--- src/hdl/stc_pkg.sv ---
`timescale 1ns / 1ps
// ----------------------------------------------------------------------------
// stc_pkg: shared types and constants for the slot table free list
// Sizes of the slot table and the cell chain, beat formats, operation and
// status codes.
// ----------------------------------------------------------------------------
package stc_pkg;

   // table geometry
   localparam int CAPACITY    = 256;
   localparam int HANDLE_BITS = 48;
   localparam int CELL_SLOTS  = 32;
   localparam int NUM_CELLS   = CAPACITY / CELL_SLOTS;

   localparam int IDX_W = $clog2(CAPACITY);
   localparam int LOC_W = $clog2(CELL_SLOTS);
   localparam int CID_W = IDX_W - LOC_W;
   localparam int CNT_W = IDX_W + 1;

   // free-list link word: index*2+1, or all ones when the list is empty
   localparam int                LINK_W     = 10;
   localparam logic [LINK_W-1:0] EMPTY_LINK = '1;

   // payload field widths
   localparam int OP_W    = 2;
   localparam int SLOT_W  = 8;
   localparam int VALUE_W = 48;
   localparam int STS_W   = 3;

   typedef enum logic [OP_W-1:0] {
      OP_ADD          = 2'd0,
      OP_REMOVE_VALUE = 2'd1,
      OP_REMOVE_INDEX = 2'd2,
      OP_GET          = 2'd3
   } stc_op_type;

   typedef enum logic [STS_W-1:0] {
      STS_OK        = 3'd0,
      STS_FULL      = 3'd1,
      STS_NOT_FOUND = 3'd2,
      STS_BAD       = 3'd3,
      STS_ODD       = 3'd4,
      STS_FREE      = 3'd5
   } stc_status_type;

   // work carried down the cell chain
   typedef enum logic [2:0] {
      CMD_NONE   = 3'd0,
      CMD_POP    = 3'd1,
      CMD_APPEND = 3'd2,
      CMD_RMV    = 3'd3,
      CMD_RMI    = 3'd4,
      CMD_GET    = 3'd5
   } stc_cmd_type;

   typedef enum logic {
      CTL_IDLE = 1'b0,
      CTL_BUSY = 1'b1
   } stc_state_type;

   typedef struct packed {
      stc_op_type         operation;
      logic [SLOT_W-1:0]  slot_index;
      logic [VALUE_W-1:0] item_value;
   } stc_req_type;

   typedef struct packed {
      logic [SLOT_W-1:0]  result_index;
      logic [VALUE_W-1:0] result_value;
      stc_status_type     status;
   } stc_rsp_type;

   typedef struct packed {
      logic                   valid;
      stc_cmd_type            cmd;
      logic [IDX_W-1:0]       index;      // target slot, result index on exit
      logic [HANDLE_BITS-1:0] value;      // handle to store or match
      logic [HANDLE_BITS-1:0] link;       // word written into a freed slot
      logic [HANDLE_BITS-1:0] next_link;  // word found in a popped slot
      logic [HANDLE_BITS-1:0] res_value;
      stc_status_type         status;
      logic                   done;       // slot freed by this beat
   } stc_beat_type;

endpackage

--- src/hdl/stc_ctrl.sv ---
`timescale 1ns / 1ps
// ----------------------------------------------------------------------------
// stc_ctrl: request decode, free-list head, fill count and result buffering
// Launches one beat into the cell chain, commits the state change when it
// returns and buffers the result in an output register plus a skid entry.
// ----------------------------------------------------------------------------
module stc_ctrl (
   input  logic                      clock,
   input  logic                      reset,
   input  logic                      req_valid,
   output logic                      req_stall,
   input  stc_pkg::stc_req_type      req_payload,
   output logic                      rsp_valid,
   input  logic                      rsp_stall,
   output stc_pkg::stc_rsp_type      rsp_payload,
   output stc_pkg::stc_beat_type     launch_beat,
   output logic [stc_pkg::CNT_W-1:0] fill_count,
   input  stc_pkg::stc_beat_type     done_beat
);

   stc_pkg::stc_state_type         state_ff, state_in;
   logic [stc_pkg::CNT_W-1:0]      fill_ff, fill_in;
   logic [stc_pkg::LINK_W-1:0]     head_ff, head_in;
   stc_pkg::stc_rsp_type           rsp_ff, rsp_in;
   logic                           rsp_valid_ff, rsp_valid_in;
   stc_pkg::stc_rsp_type           skid_ff, skid_in;
   logic                           skid_valid_ff, skid_valid_in;

   logic                           accept;
   logic                           odd;
   logic                           in_range;
   logic                           head_ok;
   logic                           next_ok;
   logic                           rsp_fire;
   stc_pkg::stc_rsp_type           done_rsp;

   // ---- state machine ----
   always_comb begin
      state_in = state_ff;
      case (state_ff)
         stc_pkg::CTL_IDLE: begin
            if (accept) begin
               state_in = stc_pkg::CTL_BUSY;
            end
         end
         stc_pkg::CTL_BUSY: begin
            if (done_beat.valid) begin
               state_in = stc_pkg::CTL_IDLE;
            end
         end
         default: begin
            state_in = stc_pkg::CTL_IDLE;
         end
      endcase
   end

   always_comb begin
      case (state_ff)
         stc_pkg::CTL_IDLE: req_stall = skid_valid_ff;
         stc_pkg::CTL_BUSY: req_stall = 1'b1;
         default:           req_stall = 1'b1;
      endcase
   end

   assign accept = req_valid && !req_stall;

   // ---- request decode ----
   assign odd      = req_payload.item_value[0];
   assign in_range = ({1'b0, req_payload.slot_index} < fill_ff);
   assign head_ok  = (head_ff != stc_pkg::EMPTY_LINK) && head_ff[0] &&
                     (head_ff[stc_pkg::LINK_W-1:1] < fill_ff);

   always_comb begin
      launch_beat        = '0;
      launch_beat.valid  = accept;
      launch_beat.cmd    = stc_pkg::CMD_NONE;
      launch_beat.value  = (stc_pkg::HANDLE_BITS)'(req_payload.item_value);
      launch_beat.link   = (stc_pkg::HANDLE_BITS)'(head_ff);
      launch_beat.status = stc_pkg::STS_OK;
      case (req_payload.operation)
         stc_pkg::OP_ADD: begin
            if (odd) begin
               launch_beat.status = stc_pkg::STS_ODD;
            end else if (head_ok) begin
               launch_beat.cmd   = stc_pkg::CMD_POP;
               launch_beat.index = head_ff[stc_pkg::IDX_W:1];
            end else if (fill_ff < (stc_pkg::CNT_W)'(stc_pkg::CAPACITY)) begin
               launch_beat.cmd   = stc_pkg::CMD_APPEND;
               launch_beat.index = fill_ff[stc_pkg::IDX_W-1:0];
            end else begin
               launch_beat.status = stc_pkg::STS_FULL;
            end
         end
         stc_pkg::OP_REMOVE_VALUE: begin
            if (odd) begin
               launch_beat.status = stc_pkg::STS_ODD;
            end else begin
               launch_beat.cmd    = stc_pkg::CMD_RMV;
               launch_beat.status = stc_pkg::STS_NOT_FOUND;
            end
         end
         stc_pkg::OP_REMOVE_INDEX: begin
            launch_beat.index = (stc_pkg::IDX_W)'(req_payload.slot_index);
            if (odd) begin
               launch_beat.status = stc_pkg::STS_ODD;
            end else if (!in_range) begin
               launch_beat.status = stc_pkg::STS_BAD;
            end else begin
               launch_beat.cmd = stc_pkg::CMD_RMI;
            end
         end
         stc_pkg::OP_GET: begin
            launch_beat.index = (stc_pkg::IDX_W)'(req_payload.slot_index);
            if (!in_range) begin
               launch_beat.status = stc_pkg::STS_BAD;
            end else begin
               launch_beat.cmd = stc_pkg::CMD_GET;
            end
         end
         default: begin
         end
      endcase
   end

   // ---- commit on return ----
   assign next_ok = done_beat.next_link[0] &&
                    (done_beat.next_link[stc_pkg::HANDLE_BITS-1:1] <
                     (stc_pkg::HANDLE_BITS - 1)'(fill_ff));

   always_comb begin
      fill_in = fill_ff;
      head_in = head_ff;
      if (done_beat.valid) begin
         case (done_beat.cmd)
            stc_pkg::CMD_POP: begin
               head_in = next_ok ? (stc_pkg::LINK_W)'(done_beat.next_link)
                                 : stc_pkg::EMPTY_LINK;
            end
            stc_pkg::CMD_APPEND: begin
               head_in = stc_pkg::EMPTY_LINK;
               fill_in = fill_ff + 1'b1;
            end
            stc_pkg::CMD_RMV, stc_pkg::CMD_RMI: begin
               if (done_beat.done) begin
                  head_in = (stc_pkg::LINK_W)'({done_beat.index, 1'b1});
               end
            end
            default: begin
            end
         endcase
      end
   end

   // ---- result register and skid entry ----
   always_comb begin
      done_rsp.result_index = (stc_pkg::SLOT_W)'(done_beat.index);
      done_rsp.result_value = (stc_pkg::VALUE_W)'(done_beat.res_value);
      done_rsp.status       = done_beat.status;
   end

   assign rsp_fire = rsp_valid_ff && !rsp_stall;

   always_comb begin
      rsp_in        = rsp_ff;
      rsp_valid_in  = rsp_valid_ff;
      skid_in       = skid_ff;
      skid_valid_in = skid_valid_ff;
      if (skid_valid_ff) begin
         if (rsp_fire) begin
            rsp_in        = skid_ff;
            skid_valid_in = 1'b0;
         end
      end else if (done_beat.valid) begin
         if (!rsp_valid_ff || rsp_fire) begin
            rsp_in       = done_rsp;
            rsp_valid_in = 1'b1;
         end else begin
            skid_in       = done_rsp;
            skid_valid_in = 1'b1;
         end
      end else if (rsp_fire) begin
         rsp_valid_in = 1'b0;
      end
   end

   always_ff @(posedge clock) begin
      if (reset) begin
         state_ff      <= stc_pkg::CTL_IDLE;
         fill_ff       <= '0;
         head_ff       <= stc_pkg::EMPTY_LINK;
         rsp_valid_ff  <= 1'b0;
         skid_valid_ff <= 1'b0;
      end else begin
         state_ff      <= state_in;
         fill_ff       <= fill_in;
         head_ff       <= head_in;
         rsp_valid_ff  <= rsp_valid_in;
         skid_valid_ff <= skid_valid_in;
      end
   end

   always_ff @(posedge clock) begin
      rsp_ff  <= rsp_in;
      skid_ff <= skid_in;
   end

   assign rsp_valid   = rsp_valid_ff;
   assign rsp_payload = rsp_ff;
   assign fill_count  = fill_ff;

endmodule

--- config.mk ---
export PLATFORM = sky130hd
export DESIGN_NAME = stc_ctrl
export DESIGN_NICKNAME = d
export VERILOG_FILES = /design/src/hdl/stc_pkg.sv /design/src/hdl/stc_ctrl.sv
export SDC_FILE = /design/constraint.sdc
export NUM_CORES = 1
export LEC_CHECK = 0
export BUFFER_PORTS_ARGS = -buffer_cell sky130_fd_sc_hd__buf_4
export CORE_AREA = 2 2 214 216
export DETAILED_ROUTE_END_ITERATION = 8
export DIE_AREA = 0 0 216 218
export PLACE_DENSITY = 0.44
export SYNTH_ARGS = -nofsm -noshare
export SYNTH_HDL_FRONTEND = slang
export SYNTH_SLANG_ARGS = --single-unit
--- constraint.sdc ---
create_clock -name clock -period 8.2 [get_ports clock]
set_input_delay 1.64 -clock clock [delete_from_list [all_inputs] [get_ports clock]]
set_output_delay 1.64 -clock clock [all_outputs]
set_load 0.02 [all_outputs]
# Yosys cells after proc, flatten, opt, wreduce, memory -nomap -nowiden
# Index checks and enable logic that the tools add are counted.
[word_totals]
register_bits = 140
wordCells = 85
input_bits = 270
output_inout_bits = 278
[op_classes]
n_eq_ne = 11
n_reduce_logical = 21
bitwise = 3
n_mux = 34
addsub = 1
n_lt_le_gt_ge = 4
[ops]
columns = ["operator", "count"]
rows = [
  ["$mux 59", 4],
  ["$mux 10", 5],
  ["$lt 47x9->1", 1],
  ["$pmux 10 s3", 1],
  ["$pmux 3 s4", 2],
  ["$mux 3", 6],
  ["$pmux 8 s2", 1],
  ["$reduce_and 3->1", 4],
  ["$mux 1", 11],
  ["$ne 10x10->1 const B", 1],
  ["$add 9x1->9 const B", 1],
  ["$lt 8x9->1", 1],
  ["$lt 9x9->1", 1],
  ["$lt 9x9->1 const B", 1],
  ["$eq 3x2->1 const B", 2],
  ["$reduce_bool 2->1", 3],
  ["$logic_and 1x1->1", 5],
  ["$eq 2x2->1 const B", 2],
  ["$mux 2", 2],
  ["$ne 2x1->1 const B", 2],
  ["$pmux 1 s2", 2],
  ["$reduce_or 2->1", 2],
  ["$eq 3x1->1 const B", 1],
  ["$eq 3x3->1 const B", 1],
  ["other kinds (8)", 12],
]

# Depth between registers and ports, before layout
# Gate-level depths: netlist of run 1.
[logic_depth]
ltp_word = 6
ltp_mapped = 8
depth_no_buf = 7

# Worst setup path after synthesis of run 1
# Ideal clock, no wire load.
[synth_timing]
path_kind = "input to register"
from = "input rsp_stall"
to = "register rsp_ff, in the netlist rsp_payload[0], enable pin"
setup_ns = 0.566
n_path_buf = 0
t_arrival_ns = 6.021
t_required_ns = 7.634
slack_ns = 1.613
stages = 2
path_cell_list = "nand2_1 > a21boi_0"
[synth_between]
elab_chain_len = 5
elab_cells_between_ends = 6
classes_between = "eq/ne (1); reduce/logical (5)"
[synth_rtl]
columns = ["item", "line", "text"]
rows = [
  ["start, declared", "stc_ctrl.sv:14", "input logic rsp_stall,"],
  ["$logic_not 1->1 *", "stc_ctrl.sv:161", "assign rsp_fire = rsp_valid_ff && !rsp_stall;"],
  ["$logic_and 1x1->1 *", "stc_ctrl.sv:161", ""],
  ["$logic_or 1x1->1", "stc_ctrl.sv:174", "if (!rsp_valid_ff || rsp_fire) begin"],
  ["$reduce_bool 2->1 (no line)", "--", ""],
  ["$reduce_and 3->1 (no line) *", "--", ""],
  ["end signal, assigned", "stc_ctrl.sv:203", "rsp_ff <= rsp_in;"],
  ["end, declared", "stc_ctrl.sv:24", "stc_pkg::stc_rsp_type rsp_ff, rsp_in;"],
]
# Every way passes the cells marked *; elsewhere a longest branch is shown, timed or not.
# A chain may end at the register's enable or synchronous reset.

==> results of run 1 <==
## through the flow
stage	cells	hold WS (ns)	power (mW)	utilization, %
floorplan	764	0.4523	1.114	-
global placement	1390	0.4627	1.171	20.40
detailed placement	1390	0.4704	1.173	20.40
CTS	1421	0.4861	1.953	21.67
global route	1421	0.5158	2.005	21.67
finish	1422	0.4862	1.917	21.67
## layer usage
layer  wire length [µm]  GRT usage [%]
met1              10160          11.92
met4                578          3.607
met2              10710          15.56
met3               3738          6.681
met5                 37              0
## layout make-up
class                      count  area (µm²)
clock buffer                  18       429.2
fill                        4905       35160
timing repair buffer         225        1689
multi-input combinational    410        2675
tap                          600       750.7
clock inverter                13       141.4
sequential                   140        3985
antenna                        1       2.502
inverter                      15       56.30
## sequential cells by signal, indices dropped and copies added (netlist names)
signal / flops
rsp_payload: 59
skid_ff: 59
head_ff: 10
fill_count: 9
rsp_valid: 1
skid_valid_ff: 1
state_ff: 1
## logic make-up (layout without fill, tap and decap cells)
kind of cell / Yosys count / count (layout)
buf+inv: 214 / 271
fa+ha+maj: 24 / 24
mux: 59 / 59
flops: 140 / 140
simple gates: 97 / 97
other cells: 1 / 136
compound gates: 86 / 86
xor+xnor: 9 / 9
## worst min-delay path, delay by kind of cell (launching register included)
kind | cells | cell delay [ns]
AND/OR/NAND/NOR | 1 | 0.07
flip-flops | 1 | 0.32
AO/OA/AOI/OAI | 1 | 0.06
## how the worst min path moves through the flow
stage	from	endpoint	slack, ns
finish	state_ff	state_ff	0.49
global route	state_ff	state_ff	0.52
CTS	state_ff	state_ff	0.49
detailed placement	state_ff	state_ff	0.47
global placement	state_ff	state_ff	0.46
floorplan	state_ff	state_ff	0.45
## cells in the final DEF, fill, tap and decap left out, types with 3 or more instances in the layout
cell type,instances
buf_4,225
conb_1,135
edfxtp_1,118
mux2_2,59
a21oi_1,37
ha_1,24
dfxtp_1,21
clkbuf_16,17
nor2_1,16
o21ai_0,15
inv_1,15
nor3_1,12
nand2_1,12
nand3_1,11
nor4_1,10
xnor2_1,9
and2_1,8
a221o_1,8
nand2b_1,8
nand4_1,5
a211o_1,4
nor2b_1,3
a2111oi_0,3
inv_6,3
clkinv_2,3
clkinvlp_4,3
## power groups by stage
stage                     clock network (mW)  logic, mW  registers, mW
after floorplan                            0      0.229          0.884
after global routing                   0.822      0.346          0.836
after global placement                     0      0.323          0.848
after CTS                              0.794      0.325          0.834
after detailed placement                   0      0.324          0.849
final                                  0.763      0.321          0.833
==> results.cfg, run 1 <==
[synth]
synth_edf_count = 118
synth_common_cells = buf_4 (185), edfxtp_1 (118), mux2_2 (59), a21oi_1 (37), ha_1 (24)
synth_area_per_cell_um2 = 12.12
synth_largest_area_cell = edfxtp_1
synth_top_cell_area_share_pct = 46.40
async_reset_ff_share_pct = 0
synthMuxAreaShare_pct = 8.701
synth-xor-area-share_pct = 1.032
synth_top_family_by_area = buffers and inverters
synthTopCellsByArea = edfxtp_1 (46%), buf_4 (18%), mux2_2 (8.7%), dfxtp_1 (5.8%), ha_1 (3.9%)
ys_seq_area_share_pct = 52.17
ys_warn_count = 0
synth_cell_types = 49
synthCells = 630
yosys.area_share.simple_pct = 6.882
synth_compound_gate_area_share_pct = 7.603
synth_seq_cells = 140
yosys.cell_count.top_type = buf_4
syn_area_um2 = 7636
synth_fa_ha_area_share_pct = 3.932
synth_flop_cell = edfxtp_1

[sta]
clock_skew_ns = 0.009857
rsz0062_at_grt = no
slew_viol_final = 0
fmax_mhz = 197.6
min_period_ns = 5.062
worst_pin_slew_ns = 1.094
relSlewSlack_pct = 26.93
setup_violations = 0
timing.final.crit_share_pct = 61.73
layout_setup_ws_ns = 3.138
fin_tns_setup_ns = 0
hold_viol = 0

[place]
place_ws_ns = 3.163
gp_congestion = 0.7456
hpwlAfterDp_um = 19940
io_buffers = 222
placed_cell_area_um2 = 9156

[pwr]
leakagePower_nw = 3.865
p_per_area_nw_per_um2 = 197.0
p_int_mw = 1.388
p_sw_share_pct = 27.59
p_switching_uw = 528.8
seqPwrFrac_pct = 43.5
clock_power_share_pct = 39.8
power_frac_comb_pct = 16.7
vdd_drop_max_mv = 0.1042

[critical_path]
startpoint = req_payload[57]
reg2reg_depth = 7
critPathBufInv = 2
crit_end = launch_beat[203]
cp_data_required_time_ns = 6.56
reg2reg_to = head_ff[4]
crit_family = compound AO/OA/AOI/OAI gates
worstSetupPathType = in2out
arrival_ns = 3.42
cp_num_cells = 5
cp-start-kind = primary input
r2r_setup_slack_ns = 5.44
crit_path_max_fanout = 16
max_stage_delay_ns = 0.61
worstSetupEndpointType = primary output
cp_slowest_cell = a211oi_2
worstReg2RegStart = fill_count[2]
critical_path.most_common_cell = buf_4
crit_chain = buf_4, or3_1, a211oi_2, a221o_1, buf_4

[cells_and_area]
final_area_um2 = 9729
areaGrowthSynthToFinish_pct = 27.41
drive_above_1_share_pct = 39.71
final_nets = 1103

[clock_tree]
clkLatencyLatePin_ns = 0.42
cts.htree.levels = 4
cts_resized = 0
clock_sinks = 140
cts_buffers = 17
cts_root_buf = clkbuf_16
clockBufferDepth = 2
cts_tree = yes
clk_pin_slew_ns = 0.06
postCtsSetupRepairBufs = 0
hold_buffers = 0

[global_route]
grt_overflow = 0
grt_pass1_vias = 4841
track_usage_pct = 10.38
grt_max_degree = 64
antenna_found_initial = 4
grt_pass1_wl_um = 34800

[routing]
routed_via_density = 3.545
drt_iter0_markers = 247
drcViolationCount = 0
wire_per_inst_um = 17.73
via_count = 5041
first_pass_iters = 4
antenna_left = 0
wirelength_um = 25220

[status]
status = finished clean

[floorplan]
core_um2 = 44890
die_area_um2 = 47090
initial_core_util_pct = 17.01
ioPinCount = 548
chipWidth_um = 216
die_h_um = 218
rows = 78

[worst_hold_path]
hold_path.class = reg2reg
worstHoldPathCells = 2

[flow_run]
max-cap-violations = 0
Note: power is estimated with default switching activity, not from simulation.
==> run 2: changes to the inputs <==
--- a/config.mk
+++ b/config.mk
@@ -9,7 +9,7 @@
 export CORE_AREA = 2 2 214 216
 export DETAILED_ROUTE_END_ITERATION = 8
 export DIE_AREA = 0 0 216 218
-export PLACE_DENSITY = 0.44
+export PLACE_DENSITY = 0.46
 export SYNTH_ARGS = -nofsm -noshare
 export SYNTH_HDL_FRONTEND = slang
 export SYNTH_SLANG_ARGS = --single-unit
==> constraint.sdc (replaced) <==
create_clock -name clock -period 4.45 [get_ports clock]
set_input_delay 0.89 -clock clock [delete_from_list [all_inputs] [get_ports clock]]
set_output_delay 0.89 -clock clock [all_outputs]
set_load 0.02 [all_outputs]
==> results.cfg, run 2 (synthesis results as in run 1) <==
[place]
placed_cells = 1392
gp_congestion = 0.7546
hpwlAfterDp_um = 19590
io_buffers = 222

[floorplan]
die_area_um2 = 47090
core_um2 = 44890
initial_core_util_pct = 17.01
die_h_um = 218
ioPinCount = 548
rows = 78
chipWidth_um = 216

[worst_hold_path]
hold_path.class = reg2reg

[sta]
min_period_ns = 4.062
hold_viol = 0
slew_viol_final = 0
rsz0062_at_grt = no
timing.final.crit_share_pct = 91.28
setup_violations = 0
worst_pin_slew_ns = 1.093
fmax_mhz = 246.2
relSlewSlack_pct = 27.03
fin_tns_setup_ns = 0
clock_skew_ns = 0.008972

[cells_and_area]
fillers = 4903
areaGrowthSynthToFinish_pct = 28.53
final_common_cell = buf_4
layout_common_cells = buf_4 (225), conb_1 (135), edfxtp_1 (118)
final_nets = 1105
drive_above_1_share_pct = 39.81
postLayoutCoreUtil_pct = 21.86
fin_cells = 1426

[critical_path]
worstSetupEndpointType = primary output
cp-start-kind = register
worstSetupPathType = reg2out
cp_data_required_time_ns = 3.56
critPathBufInv = 2
arrival_ns = 3.17
crit_chain = inv_1, ha_1, a21o_1, a2111oi_2, and3_1, a221o_1, buf_4
max_stage_delay_ns = 0.62
crit_path_max_fanout = 8
cp_slowest_cell = a2111oi_2
crit_family = compound AO/OA/AOI/OAI gates

[pwr]
p_per_area_nw_per_um2 = 370.7
p_int_mw = 2.634
leakagePower_nw = 3.900
p_switching_mw = 1.004
seqPwrFrac_pct = 42.3
power_frac_comb_pct = 16.3
clock_power_share_pct = 41.4
vdd_drop_max_mv = 0.2727
p_sw_share_pct = 27.59

[routing]
drt_iter0_markers = 358
routed_via_density = 3.610
wire_per_inst_um = 17.39
antenna_left = 0
via_count = 5148
wirelength_um = 24800
first_pass_iters = 4
drcViolationCount = 0

[clock_tree]
postCtsSetupRepairBufs = 0
hold_buffers = 0
cts_buffers = 17
cts_tree = yes
cts.htree.levels = 4
cts_root_buf = clkbuf_16
clock_sinks = 140
clkLatencyLatePin_ns = 0.42
clockBufferDepth = 2
clk_pin_slew_ns = 0.07
cts_resized = 0

[status]
status = finished clean

[global_route]
antenna_found_initial = 4
grt_overflow = 0
grt_max_degree = 39
grt_pass1_wl_um = 34320
track_usage_pct = 10.22
grt_pass1_vias = 4846

[flow_run]
max-cap-violations = 0
-- run 2: cell types whose count changed in the layout (fill, tap and decap cells not counted), sizes merged --
cell,delta
buf,+2
clkinv,-2
inv,+2
bufinv,+1
clkbuf,+1
clkinvlp,-1
diode,+1
-- run 2: final timing paths --
kind	start	end	slack, ns	depth (start not counted)
setup / recovery	fill_count[7]	launch_beat[198]	0.39	7
hold / removal	state_ff	state_ff	0.49	2
setup reg to reg	fill_count[2]	head_ff[9]	1.63	7
hold reg to reg	state_ff	state_ff	0.49	2
-- run 2: layer usage --
metal / vias up / track usage, % / part of all wire (%)
li1: 2337 / - / -
met1: 2446 / 12.59 / 41
met2: 320 / 14.97 / 42
met3: 43 / 5.356 / 14
met4: 2 / 4.041 / 2.5
met5: - / 0 / 0.052
-- run 2: per-stage QoR --
| step | total power, mW | area (µm²) | hold WS, ns | setup WS [ns] |
|---|---|---|---|---|
| floorplan | 2.049 | 8139 | 0.4523 | 0.1557 |
| global placement | 2.164 | 9196 | 0.4706 | 0.8334 |
| detailed placement | 2.167 | 9196 | 0.4847 | 0.8193 |
| CTS | 3.702 | 9809 | 0.5003 | 0.3288 |
| global route | 3.800 | 9809 | 0.5318 | 0.1592 |
| finish | 3.638 | 9814 | 0.4902 | 0.3883 |
-- run 2: worst reg2reg max path, cell delays in order, from the launching register on --
cell	delay [ns]
dfxtp_1	0.39
inv_1	0.13
ha_1	0.33
a21o_1	0.18
a31oi_1	0.22
o21ai_0	0.27
a2111oi_2	0.97
o21ai_1	0.17
-- run 2: power by group through the flow --
| stage | Combinational [mW] | Clock (mW) | Sequential (mW) |
|---|---|---|---|
| floorplan | 0.423 | 0 | 1.63 |
| global placement | 0.597 | 0 | 1.57 |
| detailed placement | 0.600 | 0 | 1.57 |
| CTS | 0.602 | 1.56 | 1.54 |
| global route | 0.640 | 1.62 | 1.54 |
| finish | 0.595 | 1.51 | 1.54 |
-- run 2: area by class of cell --
cell class	instances	area [µm²]	area share, %
flip-flops and latches	140	3985	40.60
multi-input cells	410	2675	27.26
repair buffers	227	1729	17.62
well taps	600	750.7	7.649
clock buffers	19	432.9	4.411
clock inverters	13	180.2	1.836
inverters	15	56.30	0.5737
diodes	2	5.005	0.05099
==> run 3: changes to the inputs <==
--- a/config.mk
+++ b/config.mk
@@ -5,11 +5,12 @@
 export SDC_FILE = /design/constraint.sdc
 export NUM_CORES = 1
 export LEC_CHECK = 0
-export BUFFER_PORTS_ARGS = -buffer_cell sky130_fd_sc_hd__buf_4
 export CORE_AREA = 2 2 214 216
 export DETAILED_ROUTE_END_ITERATION = 8
 export DIE_AREA = 0 0 216 218
-export PLACE_DENSITY = 0.46
+export DONT_BUFFER_PORTS = 1
+export HOLD_SLACK_MARGIN = 0.08
+export PLACE_DENSITY = 0.35
 export SYNTH_ARGS = -nofsm -noshare
 export SYNTH_HDL_FRONTEND = slang
 export SYNTH_SLANG_ARGS = --single-unit
==> results.cfg, run 3 (synthesis results as in run 1) <==
[critical_path]
crit_chain = inv_1, ha_1, a21o_1, a2111oi_2, a211oi_2, a221o_1
arrival_ns = 3.01
crit_family = compound AO/OA/AOI/OAI gates
worstSetupPathType = reg2out
cp_slowest_cell = a2111oi_2
worstReg2RegStart = fill_count[2]
worstSetupEndpointType = primary output
critPathBufInv = 1
startpoint = fill_count[7]
crit_path_max_fanout = 8
cp-start-kind = register
cp_data_required_time_ns = 3.56
max_stage_delay_ns = 0.53

[clock_tree]
cts_resized = 0
hold_buffers = 0
clkLatencyLatePin_ns = 0.44
postCtsSetupRepairBufs = 0
clk_pin_slew_ns = 0.07
clockBufferDepth = 2
cts_buffers = 17
cts_tree = yes
cts.htree.levels = 4
clock_sinks = 140
cts_root_buf = clkbuf_16

[pwr]
p_int_mw = 2.436
clock_power_share_pct = 42.5
leakagePower_nw = 2.839
p_per_area_nw_per_um2 = 413.4
fin_total_pwr_mw = 3.363
power_frac_comb_pct = 9.7
p_switching_uw = 926.8
p_sw_share_pct = 27.56
seqPwrFrac_pct = 47.8
vdd_drop_max_mv = 0.2413

[routing]
wirelength_um = 23950
first_pass_iters = 4
drcViolationCount = 0
routed_via_density = 3.537
maxUsedRoutingLayer = met5
antenna_left = 0
drt_iter0_markers = 206
via_count = 4276
wl_met3_um = 3856
wl_met2_um = 10320
wl_met1_um = 9272
wire_per_inst_um = 19.81

[place]
place_ws_ns = 0.9872
placed_cells = 1175
gp_congestion = 0.7303
hpwlAfterDp_um = 18610
io_buffers = 0
placed_cell_area_um2 = 7555

[sta]
setup_violations = 0
min_period_ns = 3.902
layout_setup_ws_ns = 0.5481
worst_pin_slew_ns = 1.058
clock_skew_ns = 0.02286
rsz0062_at_grt = no
fmax_mhz = 256.3
relSlewSlack_pct = 29.36
slew_viol_final = 0
hold_viol = 0
timing.final.crit_share_pct = 87.68
holdWs_ns = 0.4877
fin_tns_setup_ns = 0

[cells_and_area]
postLayoutCoreUtil_pct = 18.12
areaGrowthSynthToFinish_pct = 6.538
final_common_cell = conb_1
final_nets = 888
final_area_um2 = 8135
layout_common_cells = conb_1 (135), edfxtp_1 (118), mux2_2 (59)
drive_above_1_share_pct = 17.96
fin_cells = 1209

[floorplan]
ioPinCount = 548
initial_core_util_pct = 17.01
die_h_um = 218
core_um2 = 44890
rows = 78
chipWidth_um = 216
die_area_um2 = 47090

[global_route]
grt_overflow = 0
antenna_found_initial = 4
grt_max_degree = 54
grt_pass1_wl_um = 31770
track_usage_pct = 9.840
grt_pass1_vias = 3874

[worst_hold_path]
hold_start = state_ff
hold_path.class = reg2reg

[status]
status = finished clean

[flow_run]
max-cap-violations = 0
-- run 3: cell type report --
cell class / count / area, µm²
Fill cell: 4919 / 36760
Timing Repair Buffer: 10 / 87.58
Multi-Input combinational cell: 410 / 2675
Inverter: 15 / 56.30
Clock buffer: 23 / 490.5
Clock inverter: 9 / 85.08
Antenna cell: 2 / 5.005
Sequential cell: 140 / 3985
Tap cell: 600 / 750.7
-- run 3: worst paths after layout --
path / slack, ns / depth (start not counted) / endpoint
max: 0.55 / 6 / launch_beat[196]
min: 0.49 / 2 / state_ff
max reg2reg: 1.62 / 7 / head_ff[6]
min reg2reg: 0.49 / 2 / state_ff
-- run 3: tightest hold or removal path: stages (launching register included) --
cell,delay [ns]
dfxtp_1,0.32
a21oi_1,0.06
nor2_1,0.07
-- run 3: power groups by stage --
| stage | combinational (mW) | clock [mW] | sequential (mW) |
|---|---|---|---|
| after floorplan | 0.423 | 0 | 1.63 |
| after detailed placement | 0.326 | 0 | 1.64 |
| final | 0.326 | 1.43 | 1.61 |
| after global placement | 0.326 | 0 | 1.64 |
| after CTS | 0.328 | 1.49 | 1.61 |
| after global routing | 0.356 | 1.53 | 1.62 |
-- run 3: metal layers --
metal	vias to the layer above	GRT usage (%)
li1	1900	-
met1	2041	11.04
met2	295	14.54
met3	34	6.974
met4	6	3.493
met5	-	0
